==> src/design/eaq_pkg.sv <==
// ----------------------------------------------------------------------------
// eaq_pkg
// shared types and constants of the euler angle to quaternion converter
// ----------------------------------------------------------------------------
package eaq_pkg;

    // cordic datapath widths: x and y in Q30 with headroom, z in pi = 2^31 units
    localparam int EAQ_XY_W   = 33;
    localparam int EAQ_Z_W    = 34;
    localparam int EAQ_TRIG_W = 32;
    localparam int EAQ_ATAN_N = 32;

    // round(2^30 / K) with K the infinite-stage cordic gain
    localparam logic signed [EAQ_XY_W-1:0] EAQ_INV_GAIN = 33'sd652032874;

    typedef logic [31:0] t_atan_tab [EAQ_ATAN_N];

    // round(atan(2^-i) / pi * 2^31)
    localparam t_atan_tab EAQ_ATAN = '{
        32'h20000000, 32'h12E4051E, 32'h09FB385B, 32'h051111D4,
        32'h028B0D43, 32'h0145D7E1, 32'h00A2F61E, 32'h00517C55,
        32'h0028BE53, 32'h00145F2F, 32'h000A2F98, 32'h000517CC,
        32'h00028BE6, 32'h000145F3, 32'h0000A2FA, 32'h0000517D,
        32'h000028BE, 32'h0000145F, 32'h00000A30, 32'h00000518,
        32'h0000028C, 32'h00000146, 32'h000000A3, 32'h00000051,
        32'h00000029, 32'h00000014, 32'h0000000A, 32'h00000005,
        32'h00000003, 32'h00000001, 32'h00000001, 32'h00000000
    };

    // cosine and sine of one half angle, Q30
    typedef struct packed {
        logic signed [EAQ_TRIG_W-1:0] cos_q30;
        logic signed [EAQ_TRIG_W-1:0] sin_q30;
    } t_trig;

endpackage

==> src/design/eaq_cordic.sv <==
// ----------------------------------------------------------------------------
// eaq_cordic
// pipelined rotation-mode cordic: sine and cosine of half a binary angle
// ----------------------------------------------------------------------------
module eaq_cordic #(
    parameter int ANGLE_BITS    = 16,
    parameter int CORDIC_STAGES = 16
) (
    input  logic                         i_clk,
    input  logic                         i_en,
    input  logic signed [ANGLE_BITS-1:0] i_angle,
    output eaq_pkg::t_trig               o_trig
);

    localparam int XY_W = eaq_pkg::EAQ_XY_W;
    localparam int Z_W  = eaq_pkg::EAQ_Z_W;
    localparam int ZSH  = 32 - ANGLE_BITS;

    logic signed [XY_W-1:0] r_x [CORDIC_STAGES];
    logic signed [XY_W-1:0] r_y [CORDIC_STAGES];
    logic signed [Z_W-1:0]  r_z [CORDIC_STAGES];

    logic signed [Z_W-1:0] w_a_ext;
    logic signed [Z_W-1:0] w_z0;

    // halve, then scale to pi = 2^31 units
    assign w_a_ext = {{(Z_W-ANGLE_BITS){i_angle[ANGLE_BITS-1]}}, i_angle};
    assign w_z0    = (w_a_ext >>> 1) <<< ZSH;

    for (genvar g = 0; g < CORDIC_STAGES; g++) begin : g_stage
        logic signed [XY_W-1:0] w_xi;
        logic signed [XY_W-1:0] w_yi;
        logic signed [Z_W-1:0]  w_zi;
        logic signed [XY_W-1:0] n_x;
        logic signed [XY_W-1:0] n_y;
        logic signed [Z_W-1:0]  n_z;
        logic signed [Z_W-1:0]  w_atan;

        if (g == 0) begin : g_first
            assign w_xi = eaq_pkg::EAQ_INV_GAIN;
            assign w_yi = '0;
            assign w_zi = w_z0;
        end else begin : g_next
            assign w_xi = r_x[g-1];
            assign w_yi = r_y[g-1];
            assign w_zi = r_z[g-1];
        end

        assign w_atan = {{(Z_W-32){1'b0}}, eaq_pkg::EAQ_ATAN[g]};

        always_comb begin
            if (!w_zi[Z_W-1]) begin
                n_x = w_xi - (w_yi >>> g);
                n_y = w_yi + (w_xi >>> g);
                n_z = w_zi - w_atan;
            end else begin
                n_x = w_xi + (w_yi >>> g);
                n_y = w_yi - (w_xi >>> g);
                n_z = w_zi + w_atan;
            end
        end

        always_ff @(posedge i_clk) begin
            if (i_en) begin
                r_x[g] <= n_x;
                r_y[g] <= n_y;
                r_z[g] <= n_z;
            end
        end
    end

    assign o_trig.cos_q30 = r_x[CORDIC_STAGES-1][eaq_pkg::EAQ_TRIG_W-1:0];
    assign o_trig.sin_q30 = r_y[CORDIC_STAGES-1][eaq_pkg::EAQ_TRIG_W-1:0];

endmodule

==> config.mk <==
export PLATFORM = sky130hd
export DESIGN_NAME = eaq_cordic
export DESIGN_NICKNAME = d
export VERILOG_FILES = /design/src/design/eaq_pkg.sv /design/src/design/eaq_cordic.sv
export SDC_FILE = /design/constraint.sdc
export NUM_CORES = 2
export LEC_CHECK = 0
export BUFFER_PORTS_ARGS = -buffer_cell sky130_fd_sc_hd__buf_2
export CAP_MARGIN = 40
export CORE_ASPECT_RATIO = 0.5
export CORE_MARGIN = 2
export CORE_UTILIZATION = 50
export CTS_CLUSTER_SIZE = 12
export DETAILED_ROUTE_END_ITERATION = 16
export PLACE_DENSITY = 0.64
export SLEW_MARGIN = 20
export SYNTH_ARGS = -nofsm -noshare
export SYNTH_HDL_FRONTEND = slang
export SYNTH_SLANG_ARGS = --single-unit
==> constraint.sdc <==
create_clock -name i_clk -period 5.8 [get_ports i_clk]
set_input_delay 0.58 -clock i_clk [delete_from_list [all_inputs] [get_ports i_clk]]
set_output_delay 0.58 -clock i_clk [all_outputs]
set_load 0.02 [all_outputs]
==> flow_summary.rst <==
.. list-table::
   :header-rows: 1

   * - Metric
     - Value
   * - Mean post-synth cell area
     - 9.58 µm²
   * - Final routed wirelength across all metal layers
     - 271 mm
   * - Total overflow reported by the global router
     - 0
   * - FF+latch count, synth
     - 1394
   * - Period utilisation layout
     - 93.2%
   * - Vias
     - 89.6k
   * - CTS root buf
     - clkbuf_16
   * - Global-route usage over all layers
     - 21.8%
   * - Global placer's final weighted congestion
     - 0.942
   * - Starting DRC count in detailed routing
     - 5654
   * - Result of the run
     - completed
   * - CORE AREA
     - 235000 µm²
   * - Largest net degree at the start of global routing
     - 144
   * - Capturing element type of the critical path
     - register
   * - Total standard cell area after synthesis
     - 118000 µm²
   * - Maximum operating frequency
     - 185 MHz
   * - Fin. max-slew vios
     - 0
   * - Number of antenna violations at the first check in global routing
     - 0
   * - Clock Skews
     - 0.0444 ns
   * - Die outline height
     - 348 µm
   * - Critical Path Source Type
     - register
   * - Worst Path Class, Setup
     - register to register
   * - Clock sinks
     - 1394
   * - Vias in the first global route
     - 85.6k
   * - Slew at the pin with the worst max-slew slack
     - 1.12 ns
   * - Top-Level Pins
     - 82
   * - Setup TNS Final
     - 0 ns
   * - Width of the chip
     - 691 µm
   * - Most common cell after layout, fill and taps aside
     - edfxtp_1
   * - Share of final-layout standard cells stronger than drive strength 1
     - 4.13%
   * - Worst Path Arrival
     - 5.96 ns
   * - Post-DRT Antenna Nets
     - 0
   * - Net count of the mapped netlist
     - 13.8k
   * - Max capacitance violation total
     - 0
   * - Number of fillers in the final layout
     - 21.1k
   * - Count of final setup violators
     - 0
   * - Layout Nets
     - 13.9k
   * - DRC errors left
     - 0
   * - Register Area
     - 41900 µm²
   * - Area taken by multi-input logic gates
     - 73600 µm²
   * - H-tree depth reported by CTS
     - 4
   * - Design Area, Final
     - 128000 µm²
   * - Synth cell types
     - 96
   * - Port Buffers
     - 80
   * - Async S/R FF share, synth
     - 0%
   * - Floorplan die area
     - 240000 µm²
   * - Clock Pin Slew Worst Setup and Hold Paths
     - 0.07 ns
   * - Clock latency on the worst-skew pair
     - 0.82 ns
   * - Number of standard cells after synthesis
     - 12.3k
   * - Clock tree from TritonCTS
     - done
   * - Floorplan row count
     - 126
   * - Starting Density
     - 50.2%
   * - Post-synth EDFFs
     - 1394
   * - Top library cells by usage in the layout, fill and taps aside
     - 1394 x edfxtp_1, 1358 x ha_1, 1321 x a21oi_1
   * - Hold Fails Final Rpt
     - 0
   * - Normalized max-slew margin
     - 25.3%
   * - DPL Wire Length
     - 214 mm
   * - Critical path fanouts, max
     - 5
   * - Post-CTS setup buffers
     - 0
   * - Minimum period implied by the final worst setup slack
     - 5.41 ns
   * - Wire length per cell after detailed routing
     - 17.2 µm
   * - Global-route wire length before repair
     - 438 mm
   * - Area growth from synthesis to final layout
     - 8.01%
   * - Maximum clock insertion buffer count
     - 4
   * - Antenna Cells
     - 0
   * - Cells resized by post-CTS repair
     - 0
   * - # hold bufs at CTS
     - 15
   * - First-pass iteration count of the detailed router
     - 6
   * - Proportion of synthesized chip area in sequential cells
     - 35.4%
   * - Number of warnings printed during yosys synthesis
     - 0
   * - Required time of the worst setup path
     - 6.35 ns
   * - Type of the tightest min-delay check
     - register to register
   * - Standard cell area after detailed placement
     - 123000 µm²
   * - Num CTS Buffers
     - 158
   * - Setup repair after global routing missed its margin
     - false
   * - Predominant post-synthesis flop cell
     - edfxtp_1
   * - Average via count per standard cell
     - 5.68
routing by layer:
metal / GRT usage, % / part of all wire (%) / vias up
li1: - / - / 46300
met1: 27.2 / 45 / 41300
met2: 38.9 / 48 / 1476
met3: 2.41 / 3.0 / 505
met4: 8.42 / 4.1 / 0
met5: 0 / 0 / -
through the flow:
| stage | setup slack [ns] | cells | utilization [%] | hold WS [ns] |
|---|---|---|---|---|
| floorplan | 0.965 | 12300 | - | 0.400 |
| CTS | 0.428 | 15800 | 54.2 | 0.398 |
| global placement | 0.465 | 15500 | 52.1 | 0.404 |
| finish | 0.394 | 15800 | 54.2 | 0.417 |
| detailed placement | 0.464 | 15500 | 52.2 | 0.412 |
| global route | 0.0291 | 15800 | 54.2 | 0.426 |
logic make-up after synthesis:
logic type,after synthesis,synth area share [%]
fa+ha+maj,1399,15.1
compound gates,3661,19.7
buf+inv,721,2.29
flops,1394,35.4
mux,119,1.06
simple gates,3305,13.6
xor+xnor,1734,12.9
cells in the mapped netlist, drive strengths merged (66+ instances only):
library cell  instances  area, µm²
and2                 80        500
a21oi              1323       6630
nor3                368       1840
o21bai              163       1220
xor2                597       5230
nor2               1144       4290
clkbuf              138        518
o21ai               551       2760
and3                123        769
mux2i                68        681
edfxtp             1394      41900
a21o                561       4210
a211oi              118        891
nor4                 96        601
a31oi               147        920
nand2               544       2040
inv                 543       2040
o211ai               66        500
or3                  77        482
nand3               221       1110
nand2b              178       1110
nand4                90        563
xnor2              1137       9960
ha                 1358      17000
o21a                207       1550
nor2b               179       1120
registers in the layout, indices dropped and copies added, names as in the netlist:
name	flops
r_y	495
r_x	469
r_z	430
layout make-up:
type	count	area share (%)
Clock buffer	202	3.28
Clock inverter	57	0.380
Inverter	545	1.60
Multi-Input combinational cell	10200	57.7
Sequential cell	1394	32.8
Tap cell	3136	3.08
Timing Repair Buffer	213	1.20
critical path, cell delays in order, from the launching register on:
cell	delay, ns
edfxtp_1	0.43
or4_1	0.65
nor4_1	0.24
and2_1	0.27
nand2_1	0.12
or4_1	0.48
o41ai_1	0.37
xnor2_1	0.18
ha_1	0.30
a21o_1	0.19
a21o_1	0.18
a2111o_1	0.43
a2111oi_0	0.40
a21oi_1	0.20
a21o_1	0.26
a221o_1	0.31
xnor2_1	0.13
final timing paths:
path / slack, ns / cells past startpoint / endpoint / from
min: 0.42 / 0 / r_z[1][103]$_DFFE_PP_ / r_z[1][69]$_DFFE_PP_
max: 0.39 / 16 / r_x[2][32]$_DFFE_PP_ / r_y[3][9]$_DFFE_PP_
min reg2reg: 0.42 / 0 / r_z[1][103]$_DFFE_PP_ / r_z[1][69]$_DFFE_PP_
max reg2reg: 0.39 / 16 / r_x[2][32]$_DFFE_PP_ / r_y[3][9]$_DFFE_PP_
Power is left out: the tool's default activity adds up to more than one toggle a clock period on the data nets, which glitch-free logic cannot reach.
